File: config.mk
export PLATFORM = sky130hd
export DESIGN_NAME = fan_gear_threshold_controller
export DESIGN_NICKNAME = d
export VERILOG_FILES = /design/src/rtl/fgtc_pkg.sv /design/src/rtl/fgtc_front.sv /design/src/rtl/fgtc_queue.sv /design/src/rtl/fgtc_back.sv /design/src/rtl/fan_gear_threshold_controller.sv
export VERILOG_INCLUDE_DIRS = /design/src /design/src/rtl
export SDC_FILE = /design/constraint.sdc
export NUM_CORES = 1
export LEC_CHECK = 0
export BUFFER_PORTS_ARGS = -buffer_cell sky130_fd_sc_hd__buf_2
export CORE_AREA = 2 2 201 203
export CTS_CLUSTER_SIZE = 25
export DETAILED_ROUTE_END_ITERATION = 10
export DIE_AREA = 0 0 203 205
export PLACE_DENSITY_LB_ADDON = 0.05
export SLEW_MARGIN = 20
export SYNTH_ARGS = -nofsm -noshare
export SYNTH_HDL_FRONTEND = slang
export SYNTH_SLANG_ARGS = --single-unit
File: constraint.sdc
create_clock -name clock -period 11.2 [get_ports clock]
set_clock_uncertainty 0.05 [all_clocks]
set_input_delay 2.24 -clock clock [delete_from_list [all_inputs] [get_ports clock]]
set_output_delay 2.24 -clock clock [all_outputs]
set_load 0.02 [all_outputs]
File: src/rtl/fan_gear_threshold_controller_defines.svh
// assertion macros for the fan gear threshold controller
// self-contained, included by the top level only
`ifndef FAN_GEAR_THRESHOLD_CONTROLLER_DEFINES_SVH
`define FAN_GEAR_THRESHOLD_CONTROLLER_DEFINES_SVH

// same-cycle implication, checked at every rising edge out of reset
`define FGTC_ASSERT_NOW(label, clk, rst, ante, cons) \
   label: assert property (@(posedge clk) disable iff (rst) (ante) |-> (cons)) \
      else $error("fgtc check failed");

// next-cycle implication
`define FGTC_ASSERT_NEXT(label, clk, rst, ante, cons) \
   label: assert property (@(posedge clk) disable iff (rst) (ante) |=> (cons)) \
      else $error("fgtc check failed");

`endif

File: src/rtl/fgtc_pkg.sv
// shared types, codes and helpers of the fan gear threshold controller
// no dependencies
package fgtc_pkg;

   localparam int DEGREE_W   = 12;
   localparam int LIMIT_W    = 7;
   localparam int STEP_W     = 5;
   localparam int SLOT_W     = 4;
   localparam int RAW_W      = 16;
   localparam int CSR_DATA_W = 32;
   localparam int CSR_ADDR_W = 5;
   localparam int CSR_IDX_W  = 3;
   localparam int QUEUE_DEPTH_DEFAULT = 4;

   // request codes
   localparam logic [1:0] REQ_SAMPLE = 2'd0;
   localparam logic [1:0] REQ_MODE   = 2'd1;
   localparam logic [1:0] REQ_UP     = 2'd2;
   localparam logic [1:0] REQ_DOWN   = 2'd3;

   // menu codes
   localparam logic [1:0] MENU_NORMAL     = 2'd0;
   localparam logic [1:0] MENU_EDIT_UPPER = 2'd1;
   localparam logic [1:0] MENU_EDIT_LOWER = 2'd2;

   // gear codes
   localparam logic [1:0] GEAR_OFF  = 2'd0;
   localparam logic [1:0] GEAR_MID  = 2'd1;
   localparam logic [1:0] GEAR_FULL = 2'd2;

   // register indexes
   localparam logic [CSR_IDX_W-1:0] REG_ALARM_LIMIT   = 3'd0;
   localparam logic [CSR_IDX_W-1:0] REG_ADJUST_STEP   = 3'd1;
   localparam logic [CSR_IDX_W-1:0] REG_PWM_OFF_SLOTS = 3'd2;
   localparam logic [CSR_IDX_W-1:0] REG_PWM_ON_SLOTS  = 3'd3;
   localparam logic [CSR_IDX_W-1:0] REG_UPPER_FLOOR   = 3'd4;
   localparam logic [CSR_IDX_W-1:0] REG_UPPER_CEILING = 3'd5;
   localparam logic [CSR_IDX_W-1:0] REG_LOWER_CEILING = 3'd6;

   // register reset values
   localparam logic [DEGREE_W-1:0] ALARM_LIMIT_RST   = 12'd45;
   localparam logic [STEP_W-1:0]   ADJUST_STEP_RST   = 5'd5;
   localparam logic [SLOT_W-1:0]   PWM_OFF_SLOTS_RST = 4'd3;
   localparam logic [SLOT_W-1:0]   PWM_ON_SLOTS_RST  = 4'd6;
   localparam logic [LIMIT_W-1:0]  UPPER_FLOOR_RST   = 7'd10;
   localparam logic [LIMIT_W-1:0]  UPPER_CEILING_RST = 7'd100;
   localparam logic [LIMIT_W-1:0]  LOWER_CEILING_RST = 7'd95;

   // state reset values
   localparam logic [LIMIT_W-1:0] UPPER_LIMIT_RST = 7'd30;
   localparam logic [LIMIT_W-1:0] LOWER_LIMIT_RST = 7'd20;

   localparam logic [SLOT_W-1:0] SLOTS_MIN = 4'd1;
   localparam logic [SLOT_W-1:0] SLOTS_MAX = 4'd8;

   typedef struct packed {
      logic [DEGREE_W-1:0] alarm_limit;
      logic [STEP_W-1:0]   adjust_step;
      logic [SLOT_W-1:0]   pwm_off_slots;
      logic [SLOT_W-1:0]   pwm_on_slots;
      logic [LIMIT_W-1:0]  upper_floor;
      logic [LIMIT_W-1:0]  upper_ceiling;
      logic [LIMIT_W-1:0]  lower_ceiling;
   } cfg_type;

   // one classified item: a snapshot of the outputs plus the slot plan
   typedef struct packed {
      logic [1:0]          menu_state;
      logic [DEGREE_W-1:0] shown_value;
      logic [1:0]          gear_level;
      logic                fan_drive;
      logic                alarm_out;
      logic [LIMIT_W-1:0]  upper_now;
      logic [LIMIT_W-1:0]  lower_now;
      logic                pulsed;
      logic [SLOT_W-1:0]   off_slots;
      logic [SLOT_W-1:0]   on_slots;
   } job_type;

   function automatic logic [SLOT_W-1:0] clamp_slots(input logic [SLOT_W-1:0] n);
      logic [SLOT_W-1:0] r;
      if (n < SLOTS_MIN) r = SLOTS_MIN;
      else if (n > SLOTS_MAX) r = SLOTS_MAX;
      else r = n;
      return r;
   endfunction

endpackage

File: src/rtl/fgtc_front.sv
// front part: owns menu, limits and fan state, classifies each word into a job
// depends on fgtc_pkg
module fgtc_front (
   input  logic                          clock,
   input  logic                          reset,
   input  logic                          accept,
   input  logic [1:0]                    req_type,
   input  logic [fgtc_pkg::RAW_W-1:0]    req_temp_raw,
   input  fgtc_pkg::cfg_type             cfg,
   output fgtc_pkg::job_type             job
);
   import fgtc_pkg::*;

   logic [1:0]          menu_ff, menu_in;
   logic [LIMIT_W-1:0]  upper_ff, upper_in;
   logic [LIMIT_W-1:0]  lower_ff, lower_in;
   logic [DEGREE_W-1:0] degrees_ff, degrees_in;
   logic [1:0]          gear_ff, gear_in;
   logic                fan_ff, fan_in;
   logic                alarm_ff, alarm_in;
   logic [DEGREE_W-1:0] sample_deg;
   logic [LIMIT_W:0]    up_sum_upper, up_sum_lower;
   logic [LIMIT_W:0]    down_edge;
   logic                pulsed;

   assign sample_deg   = req_temp_raw[RAW_W-1:RAW_W-DEGREE_W];
   assign up_sum_upper = {1'b0, upper_ff} + {{(LIMIT_W+1-STEP_W){1'b0}}, cfg.adjust_step};
   assign up_sum_lower = {1'b0, lower_ff} + {{(LIMIT_W+1-STEP_W){1'b0}}, cfg.adjust_step};
   assign down_edge    = {1'b0, cfg.upper_floor}
                       + {{(LIMIT_W+1-STEP_W){1'b0}}, cfg.adjust_step};

   always_comb begin
      menu_in    = menu_ff;
      upper_in   = upper_ff;
      lower_in   = lower_ff;
      degrees_in = degrees_ff;
      gear_in    = gear_ff;
      fan_in     = fan_ff;
      alarm_in   = alarm_ff;
      pulsed     = 1'b0;
      unique case (req_type)
         REQ_MODE: begin
            unique case (menu_ff)
               MENU_NORMAL:     menu_in = MENU_EDIT_UPPER;
               MENU_EDIT_UPPER: menu_in = MENU_EDIT_LOWER;
               default:         menu_in = MENU_NORMAL;
            endcase
         end
         REQ_UP: begin
            if (menu_ff == MENU_EDIT_UPPER) begin
               upper_in = (up_sum_upper >= {1'b0, cfg.upper_ceiling}) ?
                          cfg.upper_ceiling : up_sum_upper[LIMIT_W-1:0];
            end else if (menu_ff == MENU_EDIT_LOWER) begin
               lower_in = (up_sum_lower >= {1'b0, cfg.lower_ceiling}) ?
                          cfg.lower_ceiling : up_sum_lower[LIMIT_W-1:0];
            end
         end
         REQ_DOWN: begin
            if (menu_ff == MENU_EDIT_UPPER) begin
               upper_in = ({1'b0, upper_ff} <= down_edge) ? cfg.upper_floor :
                          upper_ff - {{(LIMIT_W-STEP_W){1'b0}}, cfg.adjust_step};
            end else if (menu_ff == MENU_EDIT_LOWER) begin
               // floor at zero
               lower_in = (lower_ff <= {{(LIMIT_W-STEP_W){1'b0}}, cfg.adjust_step}) ?
                          '0 : lower_ff - {{(LIMIT_W-STEP_W){1'b0}}, cfg.adjust_step};
            end
         end
         default: begin
            if (menu_ff == MENU_NORMAL) begin
               degrees_in = sample_deg;
               alarm_in   = (sample_deg >= cfg.alarm_limit) ? ~alarm_ff : 1'b0;
               if (sample_deg > {{(DEGREE_W-LIMIT_W){1'b0}}, upper_ff}) begin
                  gear_in = GEAR_FULL;
                  fan_in  = 1'b1;
               end else if (sample_deg < {{(DEGREE_W-LIMIT_W){1'b0}}, lower_ff}) begin
                  gear_in = GEAR_OFF;
                  fan_in  = 1'b0;
               end else begin
                  gear_in = GEAR_MID;
                  fan_in  = 1'b1;
                  pulsed  = 1'b1;
               end
            end
         end
      endcase
   end

   always_comb begin
      job.menu_state = menu_in;
      unique case (menu_in)
         MENU_EDIT_UPPER: job.shown_value = {{(DEGREE_W-LIMIT_W){1'b0}}, upper_in};
         MENU_EDIT_LOWER: job.shown_value = {{(DEGREE_W-LIMIT_W){1'b0}}, lower_in};
         default:         job.shown_value = degrees_in;
      endcase
      job.gear_level = gear_in;
      job.fan_drive  = fan_in;
      job.alarm_out  = alarm_in;
      job.upper_now  = upper_in;
      job.lower_now  = lower_in;
      job.pulsed     = pulsed;
      job.off_slots  = clamp_slots(cfg.pwm_off_slots);
      job.on_slots   = clamp_slots(cfg.pwm_on_slots);
   end

   always_ff @(posedge clock) begin
      if (reset) begin
         menu_ff    <= MENU_NORMAL;
         upper_ff   <= UPPER_LIMIT_RST;
         lower_ff   <= LOWER_LIMIT_RST;
         degrees_ff <= '0;
         gear_ff    <= GEAR_OFF;
         fan_ff     <= 1'b0;
         alarm_ff   <= 1'b0;
      end else if (accept) begin
         menu_ff    <= menu_in;
         upper_ff   <= upper_in;
         lower_ff   <= lower_in;
         degrees_ff <= degrees_in;
         gear_ff    <= gear_in;
         fan_ff     <= fan_in;
         alarm_ff   <= alarm_in;
      end
   end

endmodule

File: src/rtl/fgtc_queue.sv
// short job queue between front and back, show-ahead read
// depends on fgtc_pkg
module fgtc_queue #(
   parameter int DEPTH = fgtc_pkg::QUEUE_DEPTH_DEFAULT
) (
   input  logic               clock,
   input  logic               reset,
   input  logic               wr_en,
   input  fgtc_pkg::job_type  wr_job,
   output logic               full,
   input  logic               rd_en,
   output fgtc_pkg::job_type  rd_job,
   output logic               not_empty
);
   import fgtc_pkg::*;

   localparam int PTR_W = $clog2(DEPTH);
   localparam int CNT_W = $clog2(DEPTH + 1);

   job_type            store_ff [DEPTH];
   logic [PTR_W-1:0]   wr_ptr_ff, wr_ptr_in;
   logic [PTR_W-1:0]   rd_ptr_ff, rd_ptr_in;
   logic [CNT_W-1:0]   count_ff, count_in;

   assign full      = (count_ff == CNT_W'(DEPTH));
   assign not_empty = (count_ff != '0);
   assign rd_job    = store_ff[rd_ptr_ff];

   always_comb begin
      wr_ptr_in = wr_ptr_ff;
      rd_ptr_in = rd_ptr_ff;
      count_in  = count_ff;
      if (wr_en) begin
         wr_ptr_in = (wr_ptr_ff == PTR_W'(DEPTH - 1)) ? '0 : wr_ptr_ff + 1'b1;
      end
      if (rd_en) begin
         rd_ptr_in = (rd_ptr_ff == PTR_W'(DEPTH - 1)) ? '0 : rd_ptr_ff + 1'b1;
      end
      if (wr_en && !rd_en) count_in = count_ff + 1'b1;
      else if (rd_en && !wr_en) count_in = count_ff - 1'b1;
   end

   always_ff @(posedge clock) begin
      if (wr_en) begin
         store_ff[wr_ptr_ff] <= wr_job;
      end
   end

   always_ff @(posedge clock) begin
      if (reset) begin
         wr_ptr_ff <= '0;
         rd_ptr_ff <= '0;
         count_ff  <= '0;
      end else begin
         wr_ptr_ff <= wr_ptr_in;
         rd_ptr_ff <= rd_ptr_in;
         count_ff  <= count_in;
      end
   end

endmodule

File: src/rtl/fgtc_back.sv
// back part: expands each job into its result words, one word per cycle while pop is high
// depends on fgtc_pkg
module fgtc_back (
   input  logic               clock,
   input  logic               reset,
   input  logic               job_avail,
   input  fgtc_pkg::job_type  job,
   output logic               job_take,
   output logic               empty,
   input  logic               pop,
   output fgtc_pkg::job_type  cur,
   output logic               cur_fan,
   output logic               cur_last
);
   import fgtc_pkg::*;

   logic              valid_ff;
   job_type           job_ff;
   logic [SLOT_W-1:0] off_left_ff, off_left_in;
   logic [SLOT_W-1:0] on_left_ff, on_left_in;
   logic              advance;

   assign empty    = !valid_ff;
   assign cur      = job_ff;
   // pulsed jobs: off slots first, then on slots
   assign cur_fan  = job_ff.pulsed ? (off_left_ff == '0) : job_ff.fan_drive;
   assign cur_last = job_ff.pulsed ?
                     ((off_left_ff == '0) && (on_left_ff == SLOT_W'(1))) : 1'b1;
   assign advance  = valid_ff && pop;
   assign job_take = job_avail && (!valid_ff || (advance && cur_last));

   always_comb begin
      off_left_in = off_left_ff;
      on_left_in  = on_left_ff;
      if (job_take) begin
         off_left_in = job.off_slots;
         on_left_in  = job.on_slots;
      end else if (advance) begin
         if (off_left_ff != '0) off_left_in = off_left_ff - 1'b1;
         else if (on_left_ff != '0) on_left_in = on_left_ff - 1'b1;
      end
   end

   always_ff @(posedge clock) begin
      if (reset) begin
         valid_ff <= 1'b0;
      end else if (job_take) begin
         valid_ff <= 1'b1;
      end else if (advance && cur_last) begin
         valid_ff <= 1'b0;
      end
   end

   always_ff @(posedge clock) begin
      if (job_take) begin
         job_ff <= job;
      end
      off_left_ff <= off_left_in;
      on_left_ff  <= on_left_in;
   end

endmodule

File: src/rtl/fan_gear_threshold_controller.sv
// fan gear threshold controller, top level with register block and checks
// depends on fgtc_pkg, fgtc_front, fgtc_queue, fgtc_back and the defines header
//
// usage
//   request side works like a queue: drive req_type and req_temp_raw, raise push;
//   the word is taken at a rising edge with push high and full low
//   result side works like a queue too: while empty is low the oldest result
//   word sits on the rsp_ ports, it is taken at a rising edge with pop high
//   a taken request is stored in the job queue, then loaded into the back part
//   throughput: a request is taken every cycle while the job queue has room;
//   keys, ignored samples and off or full gear samples give one result word,
//   middle gear samples give 2 to 16 words, one per cycle while pop is high,
//   set by the slot expander in the back part
//   when pop stays low the back part holds its word, the job queue fills and
//   full rises; nothing is dropped
//   reset (synchronous) empties the queue, puts the menu in normal mode,
//   limits at 30 and 20 and loads the register reset values
//   registers must be written over the apb-style port only while idle, which the
//   block does not enforce; reads return the stored values, pready is tied high
module fan_gear_threshold_controller #(
   parameter int QUEUE_DEPTH = fgtc_pkg::QUEUE_DEPTH_DEFAULT
) (
   input  logic                                clock,
   input  logic                                reset,
   // request channel
   input  logic                                push,
   output logic                                full,
   input  logic [1:0]                          req_type,
   input  logic [fgtc_pkg::RAW_W-1:0]          req_temp_raw,
   // result channel
   output logic                                empty,
   input  logic                                pop,
   output logic [1:0]                          rsp_menu_state,
   output logic [fgtc_pkg::DEGREE_W-1:0]       rsp_shown_value,
   output logic [1:0]                          rsp_gear_level,
   output logic                                rsp_fan_drive,
   output logic                                rsp_alarm_out,
   output logic [fgtc_pkg::LIMIT_W-1:0]        rsp_upper_now,
   output logic [fgtc_pkg::LIMIT_W-1:0]        rsp_lower_now,
   output logic                                rsp_last_slot,
   // register port
   input  logic                                psel,
   input  logic                                penable,
   input  logic                                pwrite,
   input  logic [fgtc_pkg::CSR_ADDR_W-1:0]     paddr,
   input  logic [fgtc_pkg::CSR_DATA_W-1:0]     pwdata,
   output logic [fgtc_pkg::CSR_DATA_W-1:0]     prdata,
   output logic                                pready
);
   import fgtc_pkg::*;

   `include "fan_gear_threshold_controller_defines.svh"

   cfg_type                cfg_ff;
   logic                   csr_wr;
   logic [CSR_IDX_W-1:0]   csr_idx;
   logic                   accept;
   job_type                front_job;
   job_type                queue_job;
   logic                   queue_not_empty;
   logic                   job_take;
   job_type                cur_job;
   logic                   cur_fan;
   logic                   cur_last;

   // register block
   assign pready  = 1'b1;
   assign csr_idx = paddr[CSR_ADDR_W-1:2];
   assign csr_wr  = psel && penable && pwrite && pready;

   always_ff @(posedge clock) begin
      if (reset) begin
         cfg_ff.alarm_limit   <= ALARM_LIMIT_RST;
         cfg_ff.adjust_step   <= ADJUST_STEP_RST;
         cfg_ff.pwm_off_slots <= PWM_OFF_SLOTS_RST;
         cfg_ff.pwm_on_slots  <= PWM_ON_SLOTS_RST;
         cfg_ff.upper_floor   <= UPPER_FLOOR_RST;
         cfg_ff.upper_ceiling <= UPPER_CEILING_RST;
         cfg_ff.lower_ceiling <= LOWER_CEILING_RST;
      end else if (csr_wr) begin
         unique case (csr_idx)
            REG_ALARM_LIMIT:   cfg_ff.alarm_limit   <= pwdata[DEGREE_W-1:0];
            REG_ADJUST_STEP:   cfg_ff.adjust_step   <= pwdata[STEP_W-1:0];
            REG_PWM_OFF_SLOTS: cfg_ff.pwm_off_slots <= pwdata[SLOT_W-1:0];
            REG_PWM_ON_SLOTS:  cfg_ff.pwm_on_slots  <= pwdata[SLOT_W-1:0];
            REG_UPPER_FLOOR:   cfg_ff.upper_floor   <= pwdata[LIMIT_W-1:0];
            REG_UPPER_CEILING: cfg_ff.upper_ceiling <= pwdata[LIMIT_W-1:0];
            REG_LOWER_CEILING: cfg_ff.lower_ceiling <= pwdata[LIMIT_W-1:0];
            default: ;  // unmapped address, write dropped
         endcase
      end
   end

   always_comb begin
      prdata = '0;
      unique case (csr_idx)
         REG_ALARM_LIMIT:   prdata = CSR_DATA_W'(cfg_ff.alarm_limit);
         REG_ADJUST_STEP:   prdata = CSR_DATA_W'(cfg_ff.adjust_step);
         REG_PWM_OFF_SLOTS: prdata = CSR_DATA_W'(cfg_ff.pwm_off_slots);
         REG_PWM_ON_SLOTS:  prdata = CSR_DATA_W'(cfg_ff.pwm_on_slots);
         REG_UPPER_FLOOR:   prdata = CSR_DATA_W'(cfg_ff.upper_floor);
         REG_UPPER_CEILING: prdata = CSR_DATA_W'(cfg_ff.upper_ceiling);
         REG_LOWER_CEILING: prdata = CSR_DATA_W'(cfg_ff.lower_ceiling);
         default:           prdata = '0;
      endcase
   end

   // front: state update and classification at accept time
   assign accept = push && !full;

   fgtc_front u_front (
      .clock        (clock),
      .reset        (reset),
      .accept       (accept),
      .req_type     (req_type),
      .req_temp_raw (req_temp_raw),
      .cfg          (cfg_ff),
      .job          (front_job)
   );

   // job queue decouples the front from result back-pressure
   fgtc_queue #(
      .DEPTH (QUEUE_DEPTH)
   ) u_queue (
      .clock     (clock),
      .reset     (reset),
      .wr_en     (accept),
      .wr_job    (front_job),
      .full      (full),
      .rd_en     (job_take),
      .rd_job    (queue_job),
      .not_empty (queue_not_empty)
   );

   // back: slot expansion, registered result word
   fgtc_back u_back (
      .clock     (clock),
      .reset     (reset),
      .job_avail (queue_not_empty),
      .job       (queue_job),
      .job_take  (job_take),
      .empty     (empty),
      .pop       (pop),
      .cur       (cur_job),
      .cur_fan   (cur_fan),
      .cur_last  (cur_last)
   );

   assign rsp_menu_state  = cur_job.menu_state;
   assign rsp_shown_value = cur_job.shown_value;
   assign rsp_gear_level  = cur_job.gear_level;
   assign rsp_fan_drive   = cur_fan;
   assign rsp_alarm_out   = cur_job.alarm_out;
   assign rsp_upper_now   = cur_job.upper_now;
   assign rsp_lower_now   = cur_job.lower_now;
   assign rsp_last_slot   = cur_last;

   // checks
   // a word that is not the last of its item is always followed by another
   `FGTC_ASSERT_NEXT(a_burst_continues, clock, reset,
      !empty && pop && !rsp_last_slot, !empty)
   // only middle gear words come in bursts
   `FGTC_ASSERT_NOW(a_single_word, clock, reset,
      !empty && (rsp_gear_level != GEAR_MID), rsp_last_slot)
   // off gear never drives the fan
   `FGTC_ASSERT_NOW(a_off_gear_fan, clock, reset,
      !empty && (rsp_gear_level == GEAR_OFF), !rsp_fan_drive)
   // a stalled word holds its drive level
   `FGTC_ASSERT_NEXT(a_stall_holds, clock, reset,
      !empty && !pop, $stable(rsp_fan_drive) && $stable(rsp_last_slot))

endmodule
### Word level (Yosys, flattened, before mapping)

Memories as Yosys holds them, arrays and structs flattened. A register that Yosys moved wholly into a read port is not among the register bits.
Index checks and enable logic that the tools add are counted.

* register bits: 127
* memory bits (writable): 164
* bits of input ports: 62
* output and inout port bits: 68
* word-level logic and storage cells: 160
* memories: 1

* $add $sub $neg: 11
* $lt $le $gt $ge: 11
* equality and inequality tests: 18
* muxes and demuxes: 55
* bitwise logic cells: 1
* reductions and logical operators: 35

Memory list
* u_queue.store_ff: words 4, bits a word 41, read ports 1, clocked after memory_dff 1, write ports 1, RTL line fgtc_queue.sv:20 `job_type store_ff [DEPTH];`

Operators by type and width (count)
* $pmux W12 S7: 1
* $mux W7: 10
* $mux W4: 11
* $pmux W7 S2: 2
* $add A7 B5 Y8: 3
* $mux W12: 2
* $pmux W12 S2: 1
* $mux W1: 17
* $ge A8 B7 Y1: 2
* $mux W2: 8
* $reduce_and A2 Y1: 8
* $sub A7 B5 Y7: 2
* $eq A2 B2 Y1 const B: 6
* $eq A3 B3 Y1 const B: 4
* $ge A12 B12 Y1: 1
* $gt A12 B7 Y1: 1
* $lt A12 B7 Y1: 1
* $reduce_bool A2 Y1: 5
* $logic_and A1 B1 Y1: 9
* $gt A4 B4 Y1 const B: 2
* $le A7 B8 Y1: 1
* $lt A4 B1 Y1 const B: 2
* $reduce_bool A4 Y1: 2
* $sub A4 B1 Y4 const B: 2
* 20 further kinds: 28

### Depth between registers and ports, before layout

Gate-level depths: netlist of the first run.

* depth after elaboration: 9
* depth in mapped cells: 17
* mapped depth without buffers: 17

### Hierarchy

From an unflattened synthesis of the first run, not the netlist that was laid out.

* cells, all modules: 1215
* area, all modules: 15344.7 um2

By module, submodules not included
* fgtc_queue: times used 1, cells each 259, area each 6408.6 um2, sequential area each 5104.9 um2
* fgtc_front: times used 1, cells each 605, area each 4614.4 um2, sequential area each 640.6 um2
* fan_gear_threshold_controller: times used 1, cells each 257, area each 2454.9 um2, sequential area each 920.9 um2
* fgtc_back: times used 1, cells each 94, area each 1866.8 um2, sequential area each 1491.4 um2

### Worst setup path before layout of the first run

OpenSTA, ideal clock, no wires.

* path type: input port to output port
* start: in paddr[3] (netlist name)
* end: out prdata[4] (netlist name)
* arrival: 3.584 ns
* required time: 8.910 ns
* slack: 5.326 ns
* stages: 5
* buffers on the path: 2
* cell sequence: clkbuf_1 > buf_1 > mux2_2 > a22oi_1 > o21ai_0

* longest elaborated chain between the ends: 2
* elaborated cells on any way between the ends: 8
* classes of those cells: eq/ne (6); mux (1); reduce/logical (1)

Ends and longest elaborated chain
* start: declaration: RTL line fan_gear_threshold_controller.sv:45 `input logic [fgtc_pkg::CSR_ADDR_W-1:0] paddr,`
* $eq A3 B3 Y1, or another cell as far along: RTL line fan_gear_threshold_controller.sv:96 `unique case (csr_idx)`
* $pmux W12 S7 (*): RTL line fan_gear_threshold_controller.sv:96
* end: declaration: RTL line fan_gear_threshold_controller.sv:47 `output logic [fgtc_pkg::CSR_DATA_W-1:0] prdata,`

Every way passes the cells marked *; elsewhere a longest branch is shown, timed or not.

### Final worst setup path of the first run

* start: in paddr[2] (netlist name)
* end: out prdata[1] (netlist name)

Same word-level chain as after synthesis.

==> run summary, run 1 <==
RSZ-0062 raised after global routing: no
Net switching power: 0.001089 W
Final Max Slew Viols: 0
GR Overflow Total: 0
Worst Hold Margin: 0.4034 ns
P&R area growth vs syn: 12.28%
Gates resized, CTS repair: 0
Num CTS Buffers: 36
Worst slew pin tran: 1.115 ns
Setup bufs post-CTS: 0
Status: finished clean
Residual DRC: 0
Most common cell after layout, fill and taps aside: edfxtp_1
Power, Total: 0.003551 W
Worst setup SP type: input port
Pint: 0.002461 W
Dominant cell type by area after synthesis: edfxtp_1
FF-to-FF End: u_queue.store_ff[3][33]$_DFFE_PP_
CTS H-Tree Depth: 2
FF-to-FF path depth: 15
FF+latch count, synth: 293
Final setup violating endpoints: 0
Ranking of synthesized cells by area: edfxtp_1 42%, dfxtp_1 12%, ha_1 7.0%
Routed Antenna Nets: 0
GP Congestion: 0.8373
Clock-pin slew on the worst setup and hold paths: 0.06 ns
Hold Crit Depth: 2
WP data required: 8.91 ns
DRT Wirelength: 38470 um
Clock sinks: 293
Arr. time, crit path: 3.62 ns
Hold path endpoint: u_front.degrees_ff[6]$_SDFFE_PP0P_
Logic pwr share: 0.260
Maximum clock frequency: 0.1691 GHz
HPWL Detailed: 26720 um
CORE AREA: 39370 sq um
Post-synth top flop: edfxtp_1
ANT cells: 0
Layout cell share with drive strength beyond 1: 0.1783
I/O Pins: 130
Reg-to-Reg Start: cfg_ff[30]$_SDFFE_PP0P_
Largest net degree at the start of global routing: 64
Sequential fraction of design power: 0.412
Most used cell, CP: buf_2
IO buf count: 82
Min-delay src: u_front.degrees_ff[6]$_SDFFE_PP0P_
Total GRT Usage: 0.1872
Worst Path Max Fanout: 20
Slew headroom: 0.2507
Gate Count Post-Synth: 1235
Die area: 41620 sq um
Maximum clock insertion buffer count: 3
Global-route wire length before repair: 57470 um
Cell variety after synth: 81
Switching share of power: 0.3068
Buffers & Inverters on Critical Path: 2
Sequential area share after synthesis: 0.5351
Worst path cell trace: buf_2 -> mux4_2 -> mux2_2 -> buf_2
Die height: 205 um
Fin Setup TNS: 0 ns
Fin crit share: 0.5280
Mapped cell area: 14800 sq um
Leakage dissipation: 6.171 nW
Busiest grt layer: met2
DR iter-0 viols: 467
Most frequent cells in the layout: 205 x edfxtp_1, 136 x nand2_1, 86 x dfxtp_1, 83 x ha_1
Die width: 203 um
Crit end category: primary output
Ys async rst share: 0
Slowest CP cell: mux4_2
Setup CP Type: input port to primary output
DR WL/cell: 21.00 um
Met2 usage: 0.3050
Final hold vios: 0
Clock power share: 0.328
R2R setup slack: 6.22 ns
Vias per std cell: 5.102
CTS Root Cell: clkbuf_16
EDFF count, synth: 205
Met3 Use GR: 0.03054
Yosys top cell area share: 0.4160
Syn Area/Cell: 11.98 sq um
CTS tree: done
Initial antenna violation count: 0
Critical Path Max Stage Delay: 0.55 ns
Pre-antenna DRT Iters: 5
Worst hold path type: flop to flop
Pre-CTS setup slack: 4.961 ns
Synth Warn #: 0
Worst-skew pair later-pin latency: 0.53 ns
FP Rows: 73
Final WS setup: 5.286 ns
Initial Util: 0.3759
Layout Nets: 1432
Cts hold-fix bufs: 0
Via Count: 9347
Vias in the first global route: 9019
Maximum Capacitance Violations: 0
Peak VDD IR: 0.1025 mV
Minimum clock period: 5.914 ns
CP delay by family, top: multiplexers
Pwr dens: 213.7 nW/um^2
M1 GR Usage: 0.2612
## Yosys cell counts (all sizes together) (3+ instances only)
library cell	n
a21boi	9
a221o	3
nor4	3
nor2	82
dfxtp	88
mux2	10
o21a	9
a211o	4
nor3	13
a22o	4
nand2	137
o31ai	6
ha	83
a221oi	3
clkbuf	31
nor3b	5
and2	14
or4	3
mux2i	39
a21o	7
a21oi	59
o21ai	46
nor2b	21
xnor2	15
mux4	43
or3	6
o21bai	3
edfxtp	205
nand3	9
a31oi	7
o221ai	8
o211ai	26
a22oi	7
fa	6
inv	73
xor2	10
a211oi	14
nand2b	19
buf	74
nand4	5
## sequential cells by signal (all words and copies together) (netlist names), 3 cells and up, named ones only
register / flops
u_queue.store_ff: 164
cfg_ff: 46
u_back.cur: 33
u_front.degrees_ff: 12
u_front.lower_ff: 7
u_front.upper_ff: 7
u_back.off_left_ff: 4
u_back.on_left_ff: 4
u_queue.count_ff: 3
## cells by family after synthesis
family,share of synthesized area
adders and majority gates,0.07830
buffers and inverters,0.06088
other,0.0005075
and+or+nand+nor,0.1005
xor gates and xnor gates,0.01480
DFF,0.5351
muxes,0.09970
AOI/OAI and AO/OA,0.1102
## stage by stage
stage	utilization	instance area [sq um]	instances
5_1_grt	0.4220	16610	1832
2_1_floorplan	-	14870	1254
4_1_cts	0.4219	16610	1832
3_5_place_dp	0.3919	15430	1768
3_3_place_gp	0.3919	15430	1768
6_report	0.4220	16610	1832
## metal layers
| metal | part of all wire | wire length, um | up-vias |
|---|---|---|---|
| met4 | 0.018 | 702 | 0 |
| li1 | - | - | 4531 |
| met1 | 0.48 | 18420 | 4620 |
| met2 | 0.47 | 18100 | 148 |
| met5 | 0 | 0 | - |
| met3 | 0.032 | 1248 | 48 |
## worst reg2reg max path: stages (launching register included)
cell	delay (ns)
dfxtp_1	0.61
inv_1	0.32
fa_1	0.52
nor2_1	0.14
nor2_1	0.08
o41a_1	0.33
xnor2_1	0.16
ha_1	0.23
nor3_2	0.21
nand2_1	0.07
o21ai_1	0.27
a21boi_4	0.39
mux2i_1	0.26
nor2_1	0.06
o22ai_1	0.58
o221ai_1	0.36
## power groups by stage
stage	Clock [W]	Sequential [W]	Combinational (W)
after floorplan	0	0.00146	0.000757
after global routing	0.00124	0.00148	0.00102
after detailed placement	0	0.00149	0.000942
after CTS	0.00120	0.00146	0.000945
after global placement	0	0.00148	0.000936
final	0.00117	0.00146	0.000924
## worst max-delay path by stage
stage                         from   endpoint  slack (ns)  depth (start not counted)
after global routing      paddr[2]  prdata[1]        5.24                          4
after floorplan           paddr[3]  prdata[4]        5.33                          5
after CTS                 paddr[2]  prdata[5]        4.96                          4
after global placement    paddr[2]  prdata[5]        4.98                          4
final                     paddr[2]  prdata[1]        5.29                          4
after detailed placement  paddr[2]  prdata[5]        4.96                          4
## area by class of cell
| class | count | area, sq um |
|---|---|---|
| timing repair buffer | 94 | 500.5 |
| clock inverter | 16 | 195.2 |
| clock buffer | 48 | 987.2 |
| multi-input combinational | 781 | 6072 |
| inverter | 75 | 281.5 |
| fill | 3704 | 22750 |
| tap | 525 | 656.9 |
| sequential | 293 | 7920 |
Note: power is estimated with default switching activity, not from simulation.
==> inputs of run 2 (changes only) <==
==> constraint.sdc (replaced) <==
create_clock -name clock -period 6.1 [get_ports clock]
set_clock_uncertainty 0.05 [all_clocks]
set_input_delay 1.22 -clock clock [delete_from_list [all_inputs] [get_ports clock]]
set_output_delay 1.22 -clock clock [all_outputs]
set_load 0.02 [all_outputs]
==> run 2 against run 1 <==
  * Wire length decreased by 0.76%
  * Clock-buffer cell count is 5 lower
  * Power increased by 80%
  * Via count increased by 0.67%
  * First-iteration DRC count up 27%
  * Sequential power increased by 88%
  * Worst hold slack got worse by 0.00082 ns
  * Register-to-register slack got worse by 4.8 ns
  * Final cell count grew 0.11%
  * Final area shrank 0.41%
  * Utilization decreased by 0.17 points
==> run summary, run 2 (synthesized netlist as in run 1, its figures left out) <==
Status: finished clean
Power, Total: 0.006390 W (+80%)
Layout Nets: 1433 (+0.070%)
Via Count: 9410 (+0.67%)
Largest net degree at the start of global routing: 64 (unchanged)
DR WL/cell: 20.82 um (-0.87%)
RSZ-0062 raised after global routing: no
Worst Path Max Fanout: 9 (-55%)
WP data required: 6.25 ns (-2.66 ns)
CORE AREA: 39370 sq um (unchanged)
Layout cell share with drive strength beyond 1: 0.1772 (-0.001036)
Clock sinks: 293 (unchanged)
Placement Cell Area: 15440 sq um (about the same)
Hold Crit Depth: 2 (unchanged)
Slew headroom: 0.3176 (+0.06696)
DR iter-0 viols: 595 (+27%)
P&R area growth vs syn: 11.82%
Fin Setup TNS: 0 ns (unchanged)
Cts hold-fix bufs: 0 (unchanged)
Total GRT Usage: 0.1876 (+0.0003355)
Setup CP Type: flop to flop
Leakage dissipation: 6.142 nW (-0.48%)
Initial antenna violation count: 0 (unchanged)
Residual DRC: 0 (unchanged)
Die width: 203 um (unchanged)
I/O Pins: 130 (unchanged)
Worst hold path type: flop to flop
Fin cells: 1834 (+0.11%)
GR Overflow Total: 0 (unchanged)
Fin crit share: 0.7724
Worst setup SP type: flop
Num CTS Buffers: 35 (-2.8%)
GP Congestion: 0.8069 (-3.6%)
Biggest register: u_queue.store_ff
Peak VDD IR: 0.2028 mV (+98%)
CTS H-Tree Depth: 2 (unchanged)
Pwr dens: 386.2 nW/um^2 (+81%)
FP Rows: 73 (unchanged)
Post-Layout Inst Area: 16550 sq um (-0.41%)
Final Max Slew Viols: 0 (unchanged)
DRT Wirelength: 38180 um (-0.76%)
Worst slew pin tran: 1.016 ns (-0.09967 ns)
Setup bufs post-CTS: 0 (unchanged)
Final setup violating endpoints: 0 (unchanged)
Most frequent cells in the layout: 205 x edfxtp_1, 136 x nand2_1, 86 x dfxtp_1, 83 x ha_1
IO buf count: 82 (unchanged)
Most common cell after layout, fill and taps aside: edfxtp_1
Maximum clock frequency: 0.2123 GHz
Arr. time, crit path: 4.86 ns (+1.24 ns)
Maximum Capacitance Violations: 0 (unchanged)
CTS tree: done
Minimum clock period: 4.711 ns
Crit end category: flop
Routed Antenna Nets: 0 (unchanged)
# placed instances: 1770 (+0.11%)
Clock-pin slew on the worst setup and hold paths: 0.06 ns (about the same)
ANT cells: 0 (unchanged)
Final hold vios: 0 (unchanged)
Die area: 41620 sq um (unchanged)
Global-route wire length before repair: 58320 um (+1.5%)
Vias per std cell: 5.131 (+0.56%)
Max reg flops: 164 (unchanged)
Pre-antenna DRT Iters: 5 (unchanged)
Worst-skew pair later-pin latency: 0.54 ns (about the same)
Die height: 205 um (unchanged)
Gates resized, CTS repair: 0 (unchanged)
Vias in the first global route: 9209 (+2.1%)
FF-to-FF path depth: 14 (-1)
Maximum clock insertion buffer count: 3 (unchanged)
CTS Root Cell: clkbuf_16
Initial Util: 0.3759 (unchanged)
HPWL Detailed: 26860 um (+0.54%)
==> run 2: routing by layer <==
metal,GRT usage,vias up,wire (um)
met5,0,-,0
met4,0.04640,0,621
met3,0.02991,36,1270
met2,0.3012,184,17790
met1,0.2656,4656,18490
li1,-,4534,-
==> run 2: stage by stage <==
step,hold WS (ns),util,setup slack [ns]
floorplan,0.3812,-,2.266
global placement,0.3901,0.3922,1.436
detailed placement,0.3956,0.3922,1.362
CTS,0.4039,0.4203,1.313
global route,0.4202,0.4203,0.9591
finish,0.4026,0.4203,1.389
==> run 2: worst max-delay path: stages, from the launching register on <==
cell and delay [ns]:
dfxtp_1 0.58, inv_1 0.31, fa_1 0.52, nor2_1 0.13, nor2_1 0.08, o41a_1 0.33, xnor2_1 0.15, ha_1 0.22
nor3_2 0.20, nand2_1 0.07, o21ai_1 0.26, a21boi_4 0.39, a211oi_1 0.12, a221oi_1 0.59, o21ai_0 0.35
==> run 2: where the power goes <==
group	switching, W	internal, W	leakage (nW)
Clock	0.000830	0.00118	0.534
Sequential	0.000178	0.00256	2.64
Combinational	0.000992	0.000649	2.97
==> run 2: final timing paths <==
path,start,slack (ns),end
hold reg to reg,u_front.degrees_ff[2]$_SDFFE_PP0P_,0.40,u_front.degrees_ff[2]$_SDFFE_PP0P_
setup reg to reg,cfg_ff[30]$_SDFFE_PP0P_,1.39,u_queue.store_ff[0][27]$_DFFE_PP_
setup / recovery,cfg_ff[30]$_SDFFE_PP0P_,1.39,u_queue.store_ff[0][27]$_DFFE_PP_
hold / removal,u_front.degrees_ff[2]$_SDFFE_PP0P_,0.40,u_front.degrees_ff[2]$_SDFFE_PP0P_
==> run 2: area by class of cell <==
cell class | count | area (sq um)
fill | 3758 | 22820
sequential | 293 | 7920
multi-input combinational | 781 | 6067
clock buffer | 43 | 937.1
tap | 525 | 656.9
timing repair buffer | 96 | 515.5
inverter | 75 | 281.5
clock inverter | 21 | 167.7
==> inputs of run 3 (changes only) <==
--- a/config.mk
+++ b/config.mk
@@ -6,11 +6,12 @@
 export SDC_FILE = /design/constraint.sdc
 export NUM_CORES = 1
 export LEC_CHECK = 0
+export ABC_AREA = 1
 export BUFFER_PORTS_ARGS = -buffer_cell sky130_fd_sc_hd__buf_2
-export CORE_AREA = 2 2 201 203
+export CORE_AREA = 2 2 202 204
 export CTS_CLUSTER_SIZE = 25
 export DETAILED_ROUTE_END_ITERATION = 10
-export DIE_AREA = 0 0 203 205
+export DIE_AREA = 0 0 204 206
 export PLACE_DENSITY_LB_ADDON = 0.05
 export SLEW_MARGIN = 20
 export SYNTH_ARGS = -nofsm -noshare
==> constraint.sdc (replaced) <==
create_clock -name clock -period 4 [get_ports clock]
set_clock_uncertainty 0.05 [all_clocks]
set_input_delay 0.8 -clock clock [delete_from_list [all_inputs] [get_ports clock]]
set_output_delay 0.8 -clock clock [all_outputs]
set_load 0.02 [all_outputs]
==> run 3 against run 2 <==
  * Sequential share of layout area down 1.5 points
  * Combinational power increased by 110%
  * First-iteration DRC count is 50% higher
  * Synthesized area grew 1.7%
  * Sequential power up 55%
  * Critical path depth rose by 4
  * Critical endpoint is now u_queue.store_ff[3][31]$_DFFE_PP_
  * Largest cell class unchanged
  * Largest power group unchanged
  * Highest routed layer unchanged
==> run summary, run 3 <==
Status: finished clean
Fin Setup TNS: 0 ns (unchanged)
ANT cells: 0 (unchanged)
Fillcell total: 4034 (+7.3%)
Final hold vios: 0 (unchanged)
Setup bufs post-CTS: 0 (unchanged)
Sequential area share after synthesis: 0.5264 (-0.008724)
Post-Layout Inst Area: 17080 sq um (+3.2%)
Vias per std cell: 5.016 (-2.2%)
Reg-to-Reg Start: u_front.upper_ff[0]$_SDFFE_PP0P_
Placement Cell Area: 16010 sq um (+3.7%)
CTS H-Tree Depth: 2 (unchanged)
Top-count cell post-synth: nand2_1
Initial antenna violation count: 0 (unchanged)
Layout cell share with drive strength beyond 1: 0.1321 (-0.04511)
Max reg flops: 164 (unchanged)
Routed Antenna Nets: 0 (unchanged)
Pre-antenna DRT Iters: 6 (+1)
Hold Crit Depth: 2 (unchanged)
Die width: 204 um (+0.49%)
IO buf count: 82 (unchanged)
Peak VDD IR: 0.3327 mV (+64%)
CORE AREA: 40180 sq um (+2.1%)
FP Rows: 74 (+1.4%)
Most frequent cells in the layout: 206 x nand2_1, 205 x edfxtp_1, 176 x nor2_1, 158 x inv_1, 156 x o21ai_0
Mapped cell area: 15040 sq um (+1.7%)
Arr. time, crit path: 3.91 ns (-0.95 ns)
Dominant cell type by area after synthesis: edfxtp_1
Ys async rst share: 0 (unchanged)
WP data required: 4.21 ns (-2.04 ns)
Synth cell count leaders: 206 x nand2_1, 205 x edfxtp_1, 182 x nor2_1, 159 x inv_1, 156 x o21ai_0
Largest net degree at the start of global routing: 83 (+30%)
Net switching power: 0.003798 W (+90%)
Critical Path Max Stage Delay: 0.47 ns (-0.12 ns)
R2R setup slack: 0.30 ns (-1.09 ns)
Layout Nets: 1829 (+28%)
FF-to-FF End: u_queue.store_ff[3][31]$_DFFE_PP_
Gate Count Post-Synth: 1601 (+30%)
Worst setup SP type: flop
Pwr dens: 625.2 nW/um^2 (+62%)
I/O Pins: 130 (unchanged)
FF+latch count, synth: 293 (unchanged)
Worst-skew pair later-pin latency: 0.53 ns (about the same)
Most used cell, CP: nand2_1
Global-route wire length before repair: 63880 um (+9.5%)
Worst hold path type: flop to flop
Setup CP Type: flop to flop
Worst slew pin tran: 1.034 ns (+0.01845 ns)
Post-synth top flop: edfxtp_1
Hold path endpoint: cfg_ff[42]$_SDFFE_PP0P_
GP Congestion: 0.9229 (+14%)
Final Max Slew Viols: 0 (unchanged)
Num CTS Buffers: 34 (-2.9%)
Via Count: 11210 (+19%)
Maximum Capacitance Violations: 0 (unchanged)
Maximum clock frequency: 0.2702 GHz (+27%)
Minimum clock period: 3.701 ns (-1.010 ns)
DR iter-0 viols: 895 (+50%)
Switching share of power: 0.3557 (+0.04261)
Clock sinks: 293 (unchanged)
Cts hold-fix bufs: 0 (unchanged)
Syn Area/Cell: 9.395 sq um (-22%)
Ranking of synthesized cells by area: edfxtp_1 41%, dfxtp_1 12%, ha_1 6.9%
Cell variety after synth: 53 (-35%)
DRT Wirelength: 41790 um (+9.5%)
DR WL/cell: 18.70 um (-10%)
Most common cell after layout, fill and taps aside: nand2_1
Worst Hold Margin: 0.4362 ns (+0.03356 ns)
Biggest register: u_queue.store_ff
HPWL Detailed: 29270 um (+9.0%)
CTS Root Cell: clkbuf_16
GR Overflow Total: 0 (unchanged)
Worst path cell trace: ha_1 -> inv_1 -> fa_1 -> inv_1 -> nand4_1 -> nand4_1 -> nand2_1 -> ha_1 -> inv_1 -> o21bai_1 -> a21oi_4 -> nand2_4 -> nand2_1 -> nand3_1 -> nand2_1 -> nand3_2 -> nand2_1 -> a21boi_1
Leakage dissipation: 7.113 nW (+16%)
Final setup violating endpoints: 0 (unchanged)
Worst Path Max Fanout: 7 (-2)
Clock-pin slew on the worst setup and hold paths: 0.06 ns (about the same)
Min-delay src: cfg_ff[42]$_SDFFE_PP0P_
Pint: 0.006881 W (+57%)
Die area: 42020 sq um (+0.98%)
Synth Warn #: 0 (unchanged)
Residual DRC: 0 (unchanged)
Logic pwr share: 0.319 (+0.062)
EDFF count, synth: 205 (unchanged)
Die height: 206 um (+0.49%)
RSZ-0062 raised after global routing: no
Crit end category: flop
Maximum clock insertion buffer count: 3 (unchanged)
Vias in the first global route: 10750 (+17%)
Sequential fraction of design power: 0.398 (-0.030)
Fin crit share: 0.9252 (+0.1529)
Total GRT Usage: 0.2000 (+0.01244)
Slew headroom: 0.3098 (-0.007850)
Yosys top cell area share: 0.4092 (-0.006783)
Initial Util: 0.3743 (-0.001540)
FF-to-FF path depth: 18 (+4)
Slowest CP cell: dfxtp_1
Clock power share: 0.283 (-0.032)
CTS tree: done
P&R area growth vs syn: 13.55%
==> run 3: timing repair <==
item | 4_1_cts | 5_1_grt
resized for setup | 0 | 3
endpoints found under the hold margin | 0 | 0
setup endpoints to repair | 0 | 28
==> run 3: power groups by stage <==
stage          clock, W  sequential, W  combinational, W
6_report        0.00302        0.00425           0.00341
4_1_cts         0.00312        0.00425           0.00346
3_5_place_dp          0        0.00432           0.00345
2_1_floorplan         0        0.00427           0.00252
3_3_place_gp          0        0.00431           0.00342
5_1_grt         0.00321        0.00430           0.00386
==> run 3: cells by family (layout without fill, tap and decap cells) <==
family	count (synthesis)	count (layout)	share of synthesized area
buffers and inverters	285	368	0.08651
and+or+nand+nor	515	515	0.1458
adders and majority gates	89	89	0.07703
DFF	293	293	0.5264
muxes	11	11	0.007320
AOI/OAI and AO/OA	385	385	0.1442
other	2	21	0.0004993
xor gates and xnor gates	21	21	0.01223
==> run 3: metrics by stage <==
step	util	total power [W]	setup slack (ns)	instances
after detailed placement	0.3984	0.007767	0.2532	2174
after floorplan	-	0.006798	0.3840	1620
after global routing	0.4251	0.01136	0.04120	2235
after global placement	0.3984	0.007722	0.2818	2174
after CTS	0.4248	0.01083	0.2256	2235
final	0.4251	0.01068	0.2991	2235
==> run 3: metal layers <==
layer | vias to the layer above | part of all wire | track usage
met1 | 5319 | 0.46 | 0.2705
li1 | 5611 | - | -
met3 | 54 | 0.036 | 0.02223
met4 | 0 | 0.024 | 0.05771
met2 | 227 | 0.48 | 0.3393
met5 | - | 0 | 0
==> run 3: area by class of cell <==
class	count	area, sq um	share of cell area
Clock inverter	15	157.7	0.009230
Multi-Input combinational cell	1042	5947	0.3482
Timing Repair Buffer	135	833.3	0.04879
Sequential cell	293	7920	0.4637
Tap cell	532	665.6	0.03897
Clock buffer	46	905.9	0.05304
Inverter	172	650.6	0.03809
==> run 3: worst max path at each step <==
stage / slack, ns / end / start
after floorplan: 0.38 / u_queue.store_ff[0][0]$_DFFE_PP_ / push
after global placement: 0.28 / u_queue.store_ff[3][32]$_DFFE_PP_ / cfg_ff[29]$_SDFFE_PP1P_
after detailed placement: 0.25 / u_queue.store_ff[0][30]$_DFFE_PP_ / cfg_ff[29]$_SDFFE_PP1P_
after CTS: 0.23 / u_queue.store_ff[0][30]$_DFFE_PP_ / cfg_ff[29]$_SDFFE_PP1P_
after global routing: 0.04 / u_queue.store_ff[3][31]$_DFFE_PP_ / cfg_ff[31]$_SDFFE_PP1P_
final: 0.30 / u_queue.store_ff[3][31]$_DFFE_PP_ / u_front.upper_ff[0]$_SDFFE_PP0P_
==> run 3: worst max-delay path, delay by kind of cell (launching register included) <==
kind                       cells  cell delay, ns
adders and majority gates      3            1.02
buffers and inverters          3            0.22
and+or+nand+nor                9            0.94
DFF                            1            0.47
AOI/OAI and AO/OA              3            0.74
